==> src/rtl/cld_pkg.sv <==
// Package for the circular list deque unit.
// Holds action and status codes and the payload types; no dependencies.
package cld_pkg;

  localparam int WORD_W   = 32;
  localparam int ACTION_W = 3;
  localparam int STATUS_W = 2;

  typedef logic [ACTION_W-1:0]      action_t;
  typedef logic [STATUS_W-1:0]      status_t;
  typedef logic signed [WORD_W-1:0] word_t;

  localparam action_t ACT_PUSH_FRONT = 3'd0;
  localparam action_t ACT_POP_FRONT  = 3'd1;
  localparam action_t ACT_TRAVERSE   = 3'd2;
  localparam action_t ACT_PUSH_BACK  = 3'd3;
  localparam action_t ACT_POP_BACK   = 3'd4;

  localparam status_t ST_OK    = 2'd0;
  localparam status_t ST_EMPTY = 2'd1;
  localparam status_t ST_FULL  = 2'd2;

endpackage

==> src/rtl/circular_list_deque_unit.sv <==
// Bounded double-ended queue of signed 32-bit words kept in a ring of CAPACITY
// slots. A request is taken when in_valid is high and in_stall low; the unit then
// stalls until the request is finished. Push, pop and unknown actions pass through an
// accept and an execute step and give one result; a traversal passes through accept
// and decode, then an address and a data step per stored word, and gives one result
// per stored word, front first, with out_last on the final word. Every slot address
// comes from the one ring adder, and the word store has a registered read; while
// out_stall holds a waiting result, the next result is not loaded. No clearing pass
// follows reset; slots are read only after they are written.
// Depends on cld_pkg and cld_store.
module circular_list_deque_unit #(
  parameter int CAPACITY = 16
) (
  input  logic              clk,
  input  logic              rst_n,
  input  logic              in_valid,
  output logic              in_stall,
  input  cld_pkg::action_t  in_action,
  input  cld_pkg::word_t    in_value,
  output logic              out_valid,
  input  logic              out_stall,
  output cld_pkg::word_t    out_word,
  output cld_pkg::status_t  out_status,
  output logic              out_last
);
  import cld_pkg::*;

  localparam int IDX_W = (CAPACITY > 1) ? $clog2(CAPACITY) : 1;
  localparam int CNT_W = $clog2(CAPACITY + 1);
  localparam int SUM_W = IDX_W + 1;

  localparam logic [1:0] S_IDLE  = 2'd0;
  localparam logic [1:0] S_OP    = 2'd1;
  localparam logic [1:0] S_TADDR = 2'd2;
  localparam logic [1:0] S_TDATA = 2'd3;

  logic [1:0]       state_r, state_nxt;
  action_t          act_r;
  word_t            val_r;
  logic [IDX_W-1:0] front_r, front_nxt;
  logic [CNT_W-1:0] count_r, count_nxt;
  logic [IDX_W-1:0] k_r, k_nxt;
  logic             out_valid_r, out_valid_nxt;
  word_t            out_word_r, out_word_nxt;
  status_t          out_status_r, out_status_nxt;
  logic             out_last_r, out_last_nxt;

  logic             in_acc;
  logic             out_free;
  logic             is_full;
  logic             is_empty;
  logic             k_hit;
  logic [IDX_W-1:0] ring_b;
  logic [SUM_W-1:0] ring_sum;
  logic [IDX_W-1:0] ring_pos;
  logic             load;
  word_t            load_word;
  status_t          load_status;
  logic             load_last;
  logic             mem_we;
  logic             mem_re;
  word_t            mem_rdata;

  assign in_stall = (state_r != S_IDLE);
  assign in_acc   = in_valid && !in_stall;
  assign out_free = !out_valid_r || !out_stall;
  assign is_full  = (count_r == CNT_W'(CAPACITY));
  assign is_empty = (count_r == '0);
  assign k_hit    = ((CNT_W'({1'b0, k_r}) + CNT_W'(1)) == count_r);

  // shared ring adder
  always_comb begin
    ring_b = k_r;
    if (state_r == S_OP) begin
      unique case (act_r)
        ACT_PUSH_FRONT: ring_b = IDX_W'(CAPACITY - 1);
        ACT_POP_FRONT:  ring_b = IDX_W'(1);
        ACT_PUSH_BACK:  ring_b = count_r[IDX_W-1:0];
        default:        ring_b = k_r;
      endcase
    end
  end

  assign ring_sum = SUM_W'(front_r) + SUM_W'(ring_b);
  assign ring_pos = (ring_sum >= SUM_W'(CAPACITY)) ? IDX_W'(ring_sum - SUM_W'(CAPACITY))
                                                   : IDX_W'(ring_sum);

  always_comb begin
    state_nxt   = state_r;
    front_nxt   = front_r;
    count_nxt   = count_r;
    k_nxt       = k_r;
    load        = 1'b0;
    load_word   = '0;
    load_status = ST_OK;
    load_last   = 1'b1;
    mem_we      = 1'b0;
    mem_re      = 1'b0;
    unique case (state_r)
      S_IDLE: begin
        if (in_valid) begin
          state_nxt = S_OP;
        end
      end
      S_OP: begin
        if (out_free) begin
          load      = 1'b1;
          state_nxt = S_IDLE;
          unique case (act_r)
            ACT_PUSH_FRONT: begin
              if (is_full) begin
                load_status = ST_FULL;
              end else begin
                mem_we    = 1'b1;
                front_nxt = ring_pos;
                count_nxt = count_r + CNT_W'(1);
              end
            end
            ACT_POP_FRONT: begin
              if (is_empty) begin
                load_status = ST_EMPTY;
              end else begin
                front_nxt = ring_pos;
                count_nxt = count_r - CNT_W'(1);
              end
            end
            ACT_TRAVERSE: begin
              if (is_empty) begin
                load_status = ST_EMPTY;
              end else begin
                load      = 1'b0;
                k_nxt     = '0;
                state_nxt = S_TADDR;
              end
            end
            ACT_PUSH_BACK: begin
              if (is_full) begin
                load_status = ST_FULL;
              end else begin
                mem_we    = 1'b1;
                count_nxt = count_r + CNT_W'(1);
              end
            end
            ACT_POP_BACK: begin
              if (is_empty) begin
                load_status = ST_EMPTY;
              end else begin
                count_nxt = count_r - CNT_W'(1);
              end
            end
            default: begin
              load_status = ST_OK;
            end
          endcase
        end
      end
      S_TADDR: begin
        mem_re    = 1'b1;
        state_nxt = S_TDATA;
      end
      S_TDATA: begin
        if (out_free) begin
          load      = 1'b1;
          load_word = mem_rdata;
          load_last = k_hit;
          if (k_hit) begin
            state_nxt = S_IDLE;
          end else begin
            k_nxt     = k_r + IDX_W'(1);
            state_nxt = S_TADDR;
          end
        end
      end
      default: begin
        state_nxt = S_IDLE;
      end
    endcase
  end

  always_comb begin
    out_valid_nxt  = out_valid_r;
    out_word_nxt   = out_word_r;
    out_status_nxt = out_status_r;
    out_last_nxt   = out_last_r;
    if (load) begin
      out_valid_nxt  = 1'b1;
      out_word_nxt   = load_word;
      out_status_nxt = load_status;
      out_last_nxt   = load_last;
    end else if (out_valid_r && !out_stall) begin
      out_valid_nxt = 1'b0;
    end
  end

  always_ff @(posedge clk) begin
    if (!rst_n) begin
      state_r     <= S_IDLE;
      front_r     <= '0;
      count_r     <= '0;
      k_r         <= '0;
      out_valid_r <= 1'b0;
    end else begin
      state_r     <= state_nxt;
      front_r     <= front_nxt;
      count_r     <= count_nxt;
      k_r         <= k_nxt;
      out_valid_r <= out_valid_nxt;
    end
  end

  always_ff @(posedge clk) begin
    if (in_acc) begin
      act_r <= in_action;
      val_r <= in_value;
    end
    out_word_r   <= out_word_nxt;
    out_status_r <= out_status_nxt;
    out_last_r   <= out_last_nxt;
  end

  cld_store #(
    .DEPTH  (CAPACITY),
    .ADDR_W (IDX_W)
  ) u_store (
    .clk   (clk),
    .we    (mem_we),
    .waddr (ring_pos),
    .wdata (val_r),
    .re    (mem_re),
    .raddr (ring_pos),
    .rdata (mem_rdata)
  );

  assign out_valid  = out_valid_r;
  assign out_word   = out_word_r;
  assign out_status = out_status_r;
  assign out_last   = out_last_r;

endmodule

==> src/rtl/cld_store.sv <==
// Word store of the deque ring: one write port, one read port, registered read.
// Depends on cld_pkg for the word type.
module cld_store #(
  parameter int DEPTH  = 16,
  parameter int ADDR_W = 4
) (
  input  logic           clk,
  input  logic           we,
  input  logic [ADDR_W-1:0] waddr,
  input  cld_pkg::word_t wdata,
  input  logic           re,
  input  logic [ADDR_W-1:0] raddr,
  output cld_pkg::word_t rdata
);
  import cld_pkg::*;

  word_t mem [DEPTH];
  word_t rdata_r;

  always_ff @(posedge clk) begin
    if (we) begin
      mem[waddr] <= wdata;
    end
    if (re) begin
      rdata_r <= mem[raddr];
    end
  end

  assign rdata = rdata_r;

endmodule

==> config.mk <==
export PLATFORM = sky130hd
export DESIGN_NAME = circular_list_deque_unit
export DESIGN_NICKNAME = d
export VERILOG_FILES = /design/src/rtl/cld_pkg.sv /design/src/rtl/circular_list_deque_unit.sv /design/src/rtl/cld_store.sv
export SDC_FILE = /design/constraint.sdc
export NUM_CORES = 1
export LEC_CHECK = 0
export BUFFER_PORTS_ARGS = -buffer_cell sky130_fd_sc_hd__buf_4
export CAP_MARGIN = 25
export CORE_ASPECT_RATIO = 0.75
export CORE_MARGIN = 8
export CORE_UTILIZATION = 50
export CTS_BUF_LIST = sky130_fd_sc_hd__clkbuf_4
export DETAILED_ROUTE_END_ITERATION = 8
export MAX_ROUTING_LAYER = met4
export PLACE_DENSITY = 0.66
export SLEW_MARGIN = 40
export SYNTH_ARGS = -nofsm -noshare
export SYNTH_HDL_FRONTEND = slang
export SYNTH_SLANG_ARGS = --single-unit
export TNS_END_PERCENT = 20
==> constraint.sdc <==
create_clock -name clk -period 6.4 [get_ports clk]
set_input_delay 0.32 -clock clk [delete_from_list [all_inputs] [get_ports clk]]
set_output_delay 0.32 -clock clk [all_outputs]
set_load 0.005 [all_outputs]
# Word-level counts from Yosys, hierarchy flattened
# Memories as Yosys holds them, arrays and structs flattened. A register that Yosys moved wholly into a read port is not among the register bits.
# Cells that the tools add are included.
# W data, S select, Z words.
dict set report op_classes {
  addsub 6
  n_lt_le_gt_ge 1
  eq_ne 19
  muxes 39
  n_reduce_logical 23
}
# op count
set op_table {}
lappend op_table {{$mux W4} 9}
lappend op_table {{$ne A2 B2 Y1 const B} 9}
lappend op_table {{$pmux W4 S2} 2}
lappend op_table {{$mux W1} 14}
lappend op_table {{$mux W2} 7}
lappend op_table {{$pmux W4 S3} 1}
lappend op_table {{$mux W5} 2}
lappend op_table {{$pmux W5 S2} 1}
lappend op_table {{$reduce_and A5 Y1} 2}
lappend op_table {{$reduce_bool A2 Y1} 5}
lappend op_table {{$pmux W2 S4} 1}
lappend op_table {{$eq A3 B2 Y1 const B} 2}
lappend op_table {{$reduce_and A6 Y1} 1}
lappend op_table {{$add A4 B1 Y5 const B} 1}
lappend op_table {{$add A4 B4 Y5} 1}
lappend op_table {{$add A5 B1 Y5 const B} 1}
lappend op_table {{$eq A5 B5 Y1} 1}
lappend op_table {{$eq A5 B5 Y1 const B} 1}
lappend op_table {{$ge A5 B5 Y1 const B} 1}
lappend op_table {{$logic_not A5 Y1} 1}
lappend op_table {{$sub A5 B1 Y5 const B} 1}
lappend op_table {{$add A4 B1 Y4 const B} 1}
lappend op_table {{$eq A2 B2 Y1 const B} 2}
lappend op_table {{$pmux W2 S2} 1}
lappend op_table {{15 further kinds} 20}
dict set report word_totals {
  regBits 86
  ramBits 512
  inputBits 39
  out_inout_bits 37
  wordCells 99
  memories 1
}
# memory words word_bits read_ports rd_clocked_by_memory_dff write_ports line_no
set memory_table {}
lappend memory_table {u_store.mem 16 32 1 1 1 cld_store.sv:17} ;# word_t mem [DEPTH];

# Depth between registers and ports, before layout
# Gate-level depths: netlist (run 1).
dict set report depth {
  ltp_word 8
  mapped_depth 14
  mapped_depth_nobuf 11
}

# By module
# A second synthesis (run 1) with hierarchy kept.
dict set report hier_totals {
  cells_unflattened 1101
  hier_area_um2 23726.5
}
# module n_inst cells_each area_per_inst_um2 seq_area_each_um2
set by_module_without_submodules {}
lappend by_module_without_submodules {cld_store 1 838 20155.6 16335.7}
lappend by_module_without_submodules {circular_list_deque_unit 1 263 3570.9 2422.3}

# Worst setup path before layout (run 1)
# OpenSTA, ideal clock, no wires.
dict set report synth_path {
  kind {flip-flop to flip-flop}
  from {reg act_r[2]}
  to {mem u_store.mem[4][0] (netlist name), enable pin}
  setup_time_ps 421
  arrival_time_ps 4172
  required_time_ps 5979
  slack_ps 1807
  stages_incl_launch_ff 13
  n_path_buf 2
  synth_period_minus_slack_ps 4593
  path_cell_list {edfxtp_1 > nor3b_4 > and2b_2 > nor2_1 > a31oi_1 > ha_1 > inv_1 > fa_1 > xnor2_1 > clkbuf_1 > clkbuf_1 > nand2_1 > nor2_1}
}
dict set report synth_between {
  elab_chain_len 7
  word_cells_on_any_way 15
  cone_classes {2 x add/sub; 1 x order compare; 2 x eq/ne; 8 x mux; 2 x reduce/logical}
}
# item line_no
set synth_rtl {}
lappend synth_rtl {{start: declaration} circular_list_deque_unit.sv:38} ;# action_t act_r;
lappend synth_rtl {{start signal: assignment} circular_list_deque_unit.sv:213} ;# act_r <= in_action;
lappend synth_rtl {{parallel branches: the longest is 7 deep, another holds $add A4 B4 Y5} n/a}
lappend synth_rtl {{end: declaration} cld_store.sv:17}
# Several ways; the timed one is not identified.

# Worst setup path after layout (run 1)
dict set report layout_path {
  from {reg state_r[0]}
  to {mem u_store.mem[13][19] (netlist name), enable pin}
}
dict set report layout_between {
  elab_chain_len 5
  word_cells_on_any_way 9
  cone_classes {2 x add/sub; 1 x order compare; 1 x eq/ne; 5 x mux}
}
# item line_no
set layout_rtl {}
lappend layout_rtl {{start: declaration} circular_list_deque_unit.sv:37} ;# logic [1:0] state_r, state_nxt;
lappend layout_rtl {{start signal: assignment} circular_list_deque_unit.sv:203} ;# state_r <= state_nxt;
lappend layout_rtl {{$eq A2 B1 Y1 *} {circular_list_deque_unit.sv:74, circular_list_deque_unit.sv:99}}
lappend layout_rtl {{$mux W4} circular_list_deque_unit.sv:74} ;# if (state_r == S_OP) begin
lappend layout_rtl {{$add A4 B4 Y5} circular_list_deque_unit.sv:84} ;# assign ring_sum = SUM_W'(front_r) + SUM_W'(ring_b);
lappend layout_rtl {{$sub A4 B1 Y4 or $ge A5 B5 Y1 (tied branches)} circular_list_deque_unit.sv:85} ;# assign ring_pos = (ring_sum >= SUM_W'(CAPACITY)) ? IDX_W'(ring_sum - SUM_W'(CAPACITY))
lappend layout_rtl {{$mux W4} circular_list_deque_unit.sv:85}
# Every way passes the cells marked *; elsewhere a longest branch is shown, timed or not.

==> flow_metrics.py, run 1 <==
metrics = {
    "synthesis": {
        "synth-compound-area-share_pct": 3.04,
        "synth-seq-area-share_pct": 77.8,
        "netlist_area_um2": 24100,
        "async_flop_share_pct": 0,
        "synthMuxAreaShare_pct": 12.2,
        "ys_seq_elements": 630,
        "syn_inst": 1164,
        "synth_fa_ha_area_share_pct": 0.530,
        "syn_area_per_cell_um2": 20.7,
        "synth_edf_count": 614,
        "synth_top_cell_area_share_pct": 76.5,
        "syn_nets": 1212,
        "synth_xor_area_share_pct": 0.696,
        "yosysWarnings": 0,
        "synth_top_cell_by_area": "edfxtp_1",
        "synth_cell_type_count": 53,
        "ys_top_cells_by_area": "edfxtp_1 (76%), mux4_2 (12%), and2_1 (1.7%), dfxtp_1 (1.3%), nand2_1 (1.2%)",
        "yosys.area_share.simple_pct": 4.33,
        "synthFlopType": "edfxtp_1",
        "synth_top_family_by_area": "multiplexers",
    },
    "routing": {
        "vias_per_cell": 5.62,
        "drc": 0,
        "dr.first_iter.drc_count": 1164,
        "vias": 12100,
        "drt_wl_total_mm": 51.4,
        "wl_per_cell_um": 23.8,
        "first_pass_iters": 5,
        "antenna_left": 0,
    },
    "cells_and_area": {
        "instances_no_fill": 2159,
        "layout_common_cells": "edfxtp_1 (614), clkbuf_4 (223), mux4_2 (128)",
        "nets": 1458,
        "drive_above_1_share_pct": 34.4,
        "stdcell_area_um2": 28200,
        "layout_commonest_cell": "edfxtp_1",
        "syn2layout_area_growth_pct": 17.0,
    },
    "timing": {
        "rsz0062_at_grt": "false",
        "fin_skew_ns": 0.0616,
        "hold_slack_ns": 0.178,
        "setup_viol": 0,
        "period_needed_ns": 4.81,
        "max_slew.worst_pin.slew_ns": 0.803,
        "setup_tns_ns": 0,
        "slew_violations": 0,
        "hold_violations": 0,
        "relSlewSlack_pct": 46.3,
        "timing.final.crit_share_pct": 75.1,
        "fmax_ghz": 0.208,
    },
    "floorplan": {
        "core_um2": 47500,
        "initial_core_util_pct": 50.8,
        "fp.dieH_um": 206,
        "dieArea_um2": 55600,
        "io_pins": 76,
        "die_w_um": 270,
        "std_cell_rows": 69,
    },
    "clock_network": {
        "cts_tree": "built",
        "root_buffer": "clkbuf_4",
        "path_clk_slew_ns": 0.06,
        "cts_made_buffers": 152,
        "htree_levels": 4,
        "clock_sinks": 630,
        "postCtsSetupBuffers": 0,
        "clk_latency_ns": 0.87,
        "clk_path_buf_depth": 3,
    },
    "min_path": {
        "worstHoldPathType": "input port to register",
        "hold_depth": 2,
    },
    "setup_path": {
        "rr_worst_depth": 10,
        "cp.required_ns": 6.92,
        "critPathArrivalTime_ns": 5.33,
        "worstPathMaxFanout": 46,
        "worstSetupStartpointType": "register",
        "crit_path_end_kind": "register",
        "critical_path_class": "register to register",
    },
    "run": {
        "drv_cap": 0,
    },
    "power_and_ir_drop": {
        "finalPower_uw": 8430,
        "p_leak_uw": 0.00925,
        "powerDensity_nw_per_um2": 299,
        "vdd_drop_max_mv": 0.231,
    },
    "global_routing": {
        "grt_pass1_wl_mm": 77.7,
        "grt_use_total_pct": 19.2,
        "grt_pass1_vias": 12600,
        "grt_start_max_net_pins": 65,
        "antenna_found_initial": 1,
        "overflow": 0,
    },
    "placed_design": {
        "io_buffers": 75,
        "place_inst": 1854,
        "dp_hpwl_mm": 29.3,
        "placed_area_um2": 25800,
        "gp_congestion": 0.785,
    },
    "status": {
        "outcome": "complete, no violations",
    },
}
-- cells in the mapped netlist (all sizes together) (2+ instances only) --
| master | number |
|---|---|
| nand2b | 2 |
| nor3b | 3 |
| ha | 7 |
| a21bo | 2 |
| nor2 | 40 |
| edfxtp | 614 |
| nor2b | 4 |
| and2 | 67 |
| mux2i | 5 |
| a21oi | 8 |
| nand2 | 76 |
| inv | 7 |
| dfxtp | 16 |
| xnor2 | 14 |
| xor2 | 3 |
| or4 | 2 |
| a211oi | 36 |
| o211ai | 2 |
| buf | 36 |
| o21ai | 3 |
| mux4 | 128 |
| a21o | 3 |
| fa | 2 |
| or2 | 3 |
| o21a | 2 |
| clkbuf | 25 |
| nand3b | 2 |
| nand3 | 4 |
| a31oi | 34 |
| nor4 | 2 |
-- per-layer routing --
| metal | global-route usage [%] | share of wire (%) | wire length (um) |
|---|---|---|---|
| met3 | 4.81 | 6.4 | 3270 |
| met4 | 4.97 | 1.3 | 666 |
| met1 | 26.2 | 45 | 23100 |
| met5 | - | 0 | 0 |
| met2 | 29.0 | 47 | 24300 |
-- registers in the layout, summed over array words and instances, names as in the netlist --
signal	cells
out_valid	1
out_last	1
act_r	3
out_status	2
count_r	5
k_r	4
u_store.mem	512
state_r	2
out_word	32
front_r	4
u_store.rdata	32
val_r	32
-- logic make-up after synthesis --
| group | after synthesis |
|---|---|
| compound gates | 98 |
| xor+xnor | 17 |
| fa+ha+maj | 9 |
| buf+inv | 68 |
| flops | 630 |
| mux | 133 |
| simple gates | 209 |
-- through the flow --
| step | util [%] | worst slack, ns |
|---|---|---|
| after global routing | 59.4 | 1.40 |
| final | 59.4 | 1.59 |
| after CTS | 59.3 | 1.53 |
| after floorplan | - | 1.81 |
| after detailed placement | 54.3 | 1.59 |
| after global placement | 53.9 | 1.56 |
-- path summary, 6_finish.rpt --
path / from / endpoint / slack, ns
hold / removal: in_value[21] / val_r[21]$_DFFE_PP_ / 0.18
hold reg to reg: u_store.rdata[28]$_DFFE_PP_ / out_word[28]$_SDFFCE_PN0P_ / 0.51
setup / recovery: state_r[0]$_SDFFE_PN0P_ / u_store.mem[13][19]$_DFFE_PP_ / 1.59
setup reg to reg: state_r[0]$_SDFFE_PN0P_ / u_store.mem[13][19]$_DFFE_PP_ / 1.59
-- area by class of cell --
type	count	area, um^2
fillers	3540	19300
flip-flops and latches	630	18800
multi-input cells	466	5210
clock buffers	223	1670
repair buffers	153	1420
well taps	639	800
clock inverters	40	304
inverters	7	26.3
diodes	1	2.50
-- power breakdown --
part           switching, uW  internal, uW  leakage, uW  total, uW
Clock                   1550          1800      0.00117       3340
Sequential              70.3          4590      0.00570       4660
Combinational            223           208      0.00238        431
Total                   1840          6590      0.00925       8430
-- worst max-delay path: stages, from the launching register on --
cell and delay, ns:
dfxtp_1 0.49, nor3b_4 0.30, and2b_2 0.24, nor2_1 0.06, a31oi_1 0.23, ha_4 0.17, inv_1 0.05, fa_4 1.30
nand3_1 0.51, nor2_4 0.64, buf_4 0.44
-- what timing repair did --
| action | 4_1_cts | 5_1_grt |
|---|---|---|
| endpoints found under the hold margin | 51 | 0 |
| hold buffers | 40 | 0 |
| gates resized for setup | 0 | 0 |
| setup endpoints to repair | 0 | 0 |
No activity file was read; power rests on OpenSTA's default activity.
==> inputs of run 2 (changes only) <==
Settings changed: PLACE_DENSITY 0.66 to 0.69.
Clock period 6.4 ns to 4.18 ns, I/O delays scaled along.
==> run 2 against run 1 <==
Hold slack worse by 0.091 ns; power is 48% higher; non-clock buffer count is 25 higher; cell area hardly changed.
==> flow_metrics.py, run 2 (synthesis gave the netlist of run 1 again) <==
metrics = {
    "global_routing": {
        "antenna_found_initial": 2,
        "grt_use_total_pct": 19.2,
        "overflow": 0,
        "grt_pass1_vias": 12700,
        "grt_pass1_wl_mm": 77.3,
        "grt_start_max_net_pins": 65,
    },
    "min_path": {
        "worstHoldPathType": "input port to register",
        "whs_endpoint": "val_r[7]$_DFFE_PP_",
        "hold_depth": 2,
        "min_from": "in_value[7]",
    },
    "clock_network": {
        "clk_path_buf_depth": 3,
        "clk_latency_ns": 0.86,
        "path_clk_slew_ns": 0.07,
        "post_cts_resized": 0,
        "cts_made_buffers": 146,
        "cts_tree": "built",
        "htree_levels": 4,
        "root_buffer": "clkbuf_4",
        "clock_sinks": 630,
    },
    "setup_path": {
        "path_common_cell": "a31oi_1",
        "r2r-start": "act_r[2]$_DFFE_PP_",
        "critical_path_class": "register to register",
        "crit_slowest_cell": "fa_4",
        "regToRegSetupSlack_ns": 0.33,
        "critPathBufInv": 2,
        "crit_chain": "nor3b_4, and2b_2, nor2_1, a31oi_1, ha_4, inv_1, fa_4, buf_12, mux4_2, and2_1, a211oi_1, a31oi_1",
        "cp.required_ns": 4.73,
        "rr_worst_depth": 12,
        "slowest_delay_ns": 0.91,
        "critPathTopFamily": "adder cells",
        "worstSetupStartpointType": "register",
        "worstPathMaxFanout": 46,
        "crit_path_end_kind": "register",
        "reg2reg_to": "u_store.rdata[21]$_DFFE_PP_",
        "critPathArrivalTime_ns": 4.40,
    },
    "placed_design": {
        "place_inst": 1879,
        "gp_congestion": 0.773,
        "dp_hpwl_mm": 28.7,
        "placed_area_um2": 26000,
        "io_buffers": 75,
    },
    "floorplan": {
        "core_um2": 47500,
        "std_cell_rows": 69,
        "dieArea_um2": 55600,
        "io_pins": 76,
        "initial_core_util_pct": 50.8,
        "die_w_um": 270,
        "fp.dieH_um": 206,
    },
    "routing": {
        "drt_wl_total_mm": 51.6,
        "drc": 0,
        "dr.first_iter.drc_count": 1178,
        "vias": 12200,
        "antenna_left": 0,
        "wl_per_cell_um": 23.8,
        "first_pass_iters": 5,
        "vias_per_cell": 5.64,
    },
    "power_and_ir_drop": {
        "p_leak_uw": 0.00928,
        "powerDensity_nw_per_um2": 442,
        "vdd_drop_max_mv": 0.229,
        "finalPower_uw": 12500,
    },
    "cells_and_area": {
        "final_core_util_pct": 59.4,
        "regMostFlops": "u_store.mem",
        "instances_no_fill": 2169,
        "layout_commonest_cell": "edfxtp_1",
        "drive_above_1_share_pct": 34.4,
        "layout_common_cells": "edfxtp_1 (614), clkbuf_4 (206), mux4_2 (128)",
        "nets": 1477,
        "stdcell_area_um2": 28200,
        "largest_reg_flops": 512,
        "syn2layout_area_growth_pct": 16.9,
    },
    "timing": {
        "period_needed_ns": 3.85,
        "fmax_ghz": 0.260,
        "max_slew.worst_pin.slew_ns": 0.674,
        "setup_viol": 0,
        "slew_violations": 0,
        "setup_tns_ns": 0,
        "fin_skew_ns": 0.0418,
        "relSlewSlack_pct": 55.0,
        "timing.final.crit_share_pct": 92.2,
        "rsz0062_at_grt": "false",
        "hold_violations": 0,
    },
    "run": {
        "drv_cap": 0,
    },
    "status": {
        "outcome": "complete, no violations",
    },
}
[run 2: changes by cell type in the layout (fill, tap and decap cells not counted), moves of 2 or more]
cell	previous run	this run
buf_12	4	13
buf_8	6	1
buf_4	99	123
inv_2	4	6
clkbuf_4	223	206
buf_16	4	1
clkinv_1	23	28
bufinv_16	5	2
[run 2: stage by stage]
| step | setup WS (ns) | hold WS, ns |
|---|---|---|
| 6_report | 0.328 | 0.0864 |
| 3_3_place_gp | 0.403 | 0.388 |
| 3_5_place_dp | 0.358 | 0.388 |
| 4_1_cts | 0.319 | 0.00762 |
| 2_1_floorplan | -0.413 | 0.308 |
| 5_1_grt | 0.147 | 0.00905 |
[run 2: how the worst max path moves through the flow]
stage / startpoint / end / cells past startpoint
2_1_floorplan: act_r[2]$_DFFE_PP_ / u_store.mem[5][0]$_DFFE_PP_ / 12
3_3_place_gp: act_r[2]$_DFFE_PP_ / u_store.rdata[8]$_DFFE_PP_ / 12
3_5_place_dp: act_r[2]$_DFFE_PP_ / u_store.rdata[15]$_DFFE_PP_ / 12
4_1_cts: act_r[2]$_DFFE_PP_ / u_store.rdata[15]$_DFFE_PP_ / 12
5_1_grt: act_r[2]$_DFFE_PP_ / u_store.rdata[15]$_DFFE_PP_ / 12
6_report: act_r[2]$_DFFE_PP_ / u_store.rdata[21]$_DFFE_PP_ / 12
[run 2: repair_timing]
action / 4_1_cts / 5_1_grt
setup buffers: 0 / 0
hold buffers: 40 / 0
endpoints found under the hold margin: 78 / 0
[run 2: layout make-up]
cell class | instances | area [um^2]
multi-input combinational | 466 | 5210
fill | 3454 | 19300
inverter | 7 | 26.3
clock inverter | 41 | 219
tap | 639 | 800
clock buffer | 206 | 1550
timing repair buffer | 178 | 1630
sequential | 630 | 18800
antenna | 2 | 5.00
[run 2: per-layer routing]
metal	GRT usage (%)	up-vias	wire length [um]
li1	-	5351	-
met1	26.3	6302	23300
met2	28.4	499	23600
met3	4.86	75	3780
met4	5.89	0	893
met5	-	-	0
[run 2: power breakdown]
group | internal (uW) | total, uW | leakage [uW] | switching, uW
Clock | 2390 | 4670 | 0.00106 | 2280
Combinational | 333 | 672 | 0.00252 | 339
Sequential | 7020 | 7120 | 0.00570 | 97.2
==> inputs of run 3 (changes only) <==
Settings changed: CORE_UTILIZATION 50 to 52, PLACE_DENSITY 0.69 to 0.71.
==> run 3 against run 2 <==
First-iteration DRC count is 8.9% lower; count of clock-buffer cells in the layout is 4 lower; utilization is 1.9 points higher; cell area is 0.36% lower; critical path type unchanged.
==> flow_metrics.py, run 3 (synthesis gave the netlist of run 1 again) <==
metrics = {
    "power_and_ir_drop": {
        "p_leak_uw": 0.00925,
        "powerDensity_nw_per_um2": 443,
        "vdd_drop_max_mv": 0.259,
        "finalPower_uw": 12400,
    },
    "placed_design": {
        "gp_congestion": 0.759,
        "dp_hpwl_mm": 29.0,
        "place_ws_ns": 0.314,
        "io_buffers": 75,
    },
    "setup_path": {
        "crit_chain": "nor3b_4, and2b_2, nor2_1, a31oi_1, ha_4, inv_1, fa_4, buf_12, mux4_2, and2_1, a211oi_1, a31oi_1",
        "cp.required_ns": 4.71,
        "critPathArrivalTime_ns": 4.43,
        "slowest_delay_ns": 0.98,
        "crit_path_end_kind": "register",
        "worstSetupStartpointType": "register",
        "regToRegSetupSlack_ns": 0.28,
        "path_common_cell": "a31oi_1",
        "worstPathMaxFanout": 35,
        "critical_path_class": "register to register",
        "crit_slowest_cell": "fa_4",
    },
    "clock_network": {
        "root_buffer": "clkbuf_4",
        "cts_made_buffers": 149,
        "cts_tree": "built",
        "clock_sinks": 630,
        "htree_levels": 4,
        "clk_path_buf_depth": 3,
        "path_clk_slew_ns": 0.07,
        "clk_latency_ns": 0.84,
    },
    "timing": {
        "period_needed_ns": 3.90,
        "fmax_ghz": 0.256,
        "fin_skew_ns": 0.0518,
        "setup_tns_ns": 0,
        "rsz0062_at_grt": "false",
        "setup_viol": 0,
        "timing.final.crit_share_pct": 93.3,
        "relSlewSlack_pct": 46.0,
        "slew_violations": 0,
        "timing.final.ws_setup_ns": 0.278,
        "max_slew.worst_pin.slew_ns": 0.808,
        "hold_violations": 0,
        "hold_slack_ns": 0.0903,
    },
    "cells_and_area": {
        "layout_common_cells": "edfxtp_1 (614), clkbuf_4 (202), mux4_2 (128)",
        "syn2layout_area_growth_pct": 16.5,
        "largest_reg_flops": 512,
        "layout_commonest_cell": "edfxtp_1",
        "nets": 1477,
        "regMostFlops": "u_store.mem",
        "final.fill_count": 3174,
        "drive_above_1_share_pct": 34.0,
        "final_core_util_pct": 61.2,
    },
    "floorplan": {
        "io_pins": 76,
        "dieArea_um2": 53600,
        "die_w_um": 265,
        "initial_core_util_pct": 52.6,
        "std_cell_rows": 68,
        "fp.dieH_um": 202,
        "core_um2": 45900,
    },
    "routing": {
        "dr.first_iter.drc_count": 1073,
        "antenna_left": 0,
        "vias_per_cell": 5.74,
        "wl_per_cell_um": 23.7,
        "drt_wl_total_mm": 50.1,
        "drc": 0,
        "vias": 12100,
        "first_pass_iters": 6,
    },
    "global_routing": {
        "antenna_found_initial": 1,
        "grt_pass1_wl_mm": 76.2,
        "overflow": 0,
        "grt_start_max_net_pins": 52,
        "grt_pass1_vias": 12700,
        "grt_use_total_pct": 19.5,
    },
    "min_path": {
        "worstHoldPathType": "input port to register",
    },
    "run": {
        "drv_cap": 0,
    },
    "status": {
        "outcome": "complete, no violations",
    },
}
[run 3: cell count changes in the layout (fill, tap and decap cells not counted)]
cell	before	now
bufinv_16	2	3
dlygate4sd3_1	40	41
clkinvlp_4	1	0
inv_2	6	5
clkbuf_4	206	202
clkinv_2	3	2
buf_4	123	119
clkinv_1	28	25
[run 3: repair_timing]
item | 4_1_cts | 5_1_grt
hold buffers | 41 | 0
buffers inserted | 0 | 0
endpoints found under the hold margin | 84 | 0
gates resized for setup | 0 | 0
endpoints found under the setup margin | 0 | 0
[run 3: cell type report]
cell class / count / area [um^2] / share of cell area, %
Clock buffer: 202 / 1520 / 5.40
Tap cell: 595 / 744 / 2.65
Antenna cell: 2 / 5.00 / 0.0178
Sequential cell: 630 / 18800 / 66.8
Timing Repair Buffer: 175 / 1610 / 5.72
Multi-Input combinational cell: 466 / 5210 / 18.5
Clock inverter: 36 / 221 / 0.789
Inverter: 7 / 26.3 / 0.0936
[run 3: power by group]
part	total (uW)	switching, uW	leakage, uW	internal, uW
combinational	679	343	0.00251	337
clock	4630	2230	0.00104	2400
sequential	7130	101	0.00570	7020
[run 3: metal layers]
metal,track usage [%],vias up,routed length [um]
li1,-,5352,-
met1,26.3,6265,21800
met2,29.6,450,24300
met3,4.97,55,3410
met4,5.32,0,633
met5,-,-,0
[run 3: final timing paths]
check | depth (start not counted) | end | startpoint
worst min register to register | 1 | out_word[27]$_SDFFCE_PN0P_ | u_store.rdata[27]$_DFFE_PP_
worst min-delay path | 2 | act_r[1]$_DFFE_PP_ | in_action[1]
worst max-delay path | 12 | u_store.rdata[14]$_DFFE_PP_ | act_r[2]$_DFFE_PP_
worst max register to register | 12 | u_store.rdata[14]$_DFFE_PP_ | act_r[2]$_DFFE_PP_
[run 3: worst max-delay path, delay by kind of cell (launching register included)]
| kind | cells | cell delay (ns) |
|---|---|---|
| adder cells (fa/ha/maj) | 2 | 1.15 |
| AND/OR/NAND/NOR | 4 | 0.72 |
| AO/OA/AOI/OAI | 3 | 0.54 |
| flip-flops | 1 | 0.51 |
| buffers and inverters | 2 | 0.33 |
| multiplexers | 1 | 0.33 |
[run 3: through the flow]
| step | instances | area, um^2 |
|---|---|---|
| 3_5_place_dp | 1832 | 25900 |
| 5_1_grt | 2112 | 28100 |
| 6_report | 2113 | 28100 |
| 3_3_place_gp | 1830 | 25900 |
| 4_1_cts | 2111 | 28100 |
| 2_1_floorplan | 1164 | 24100 |
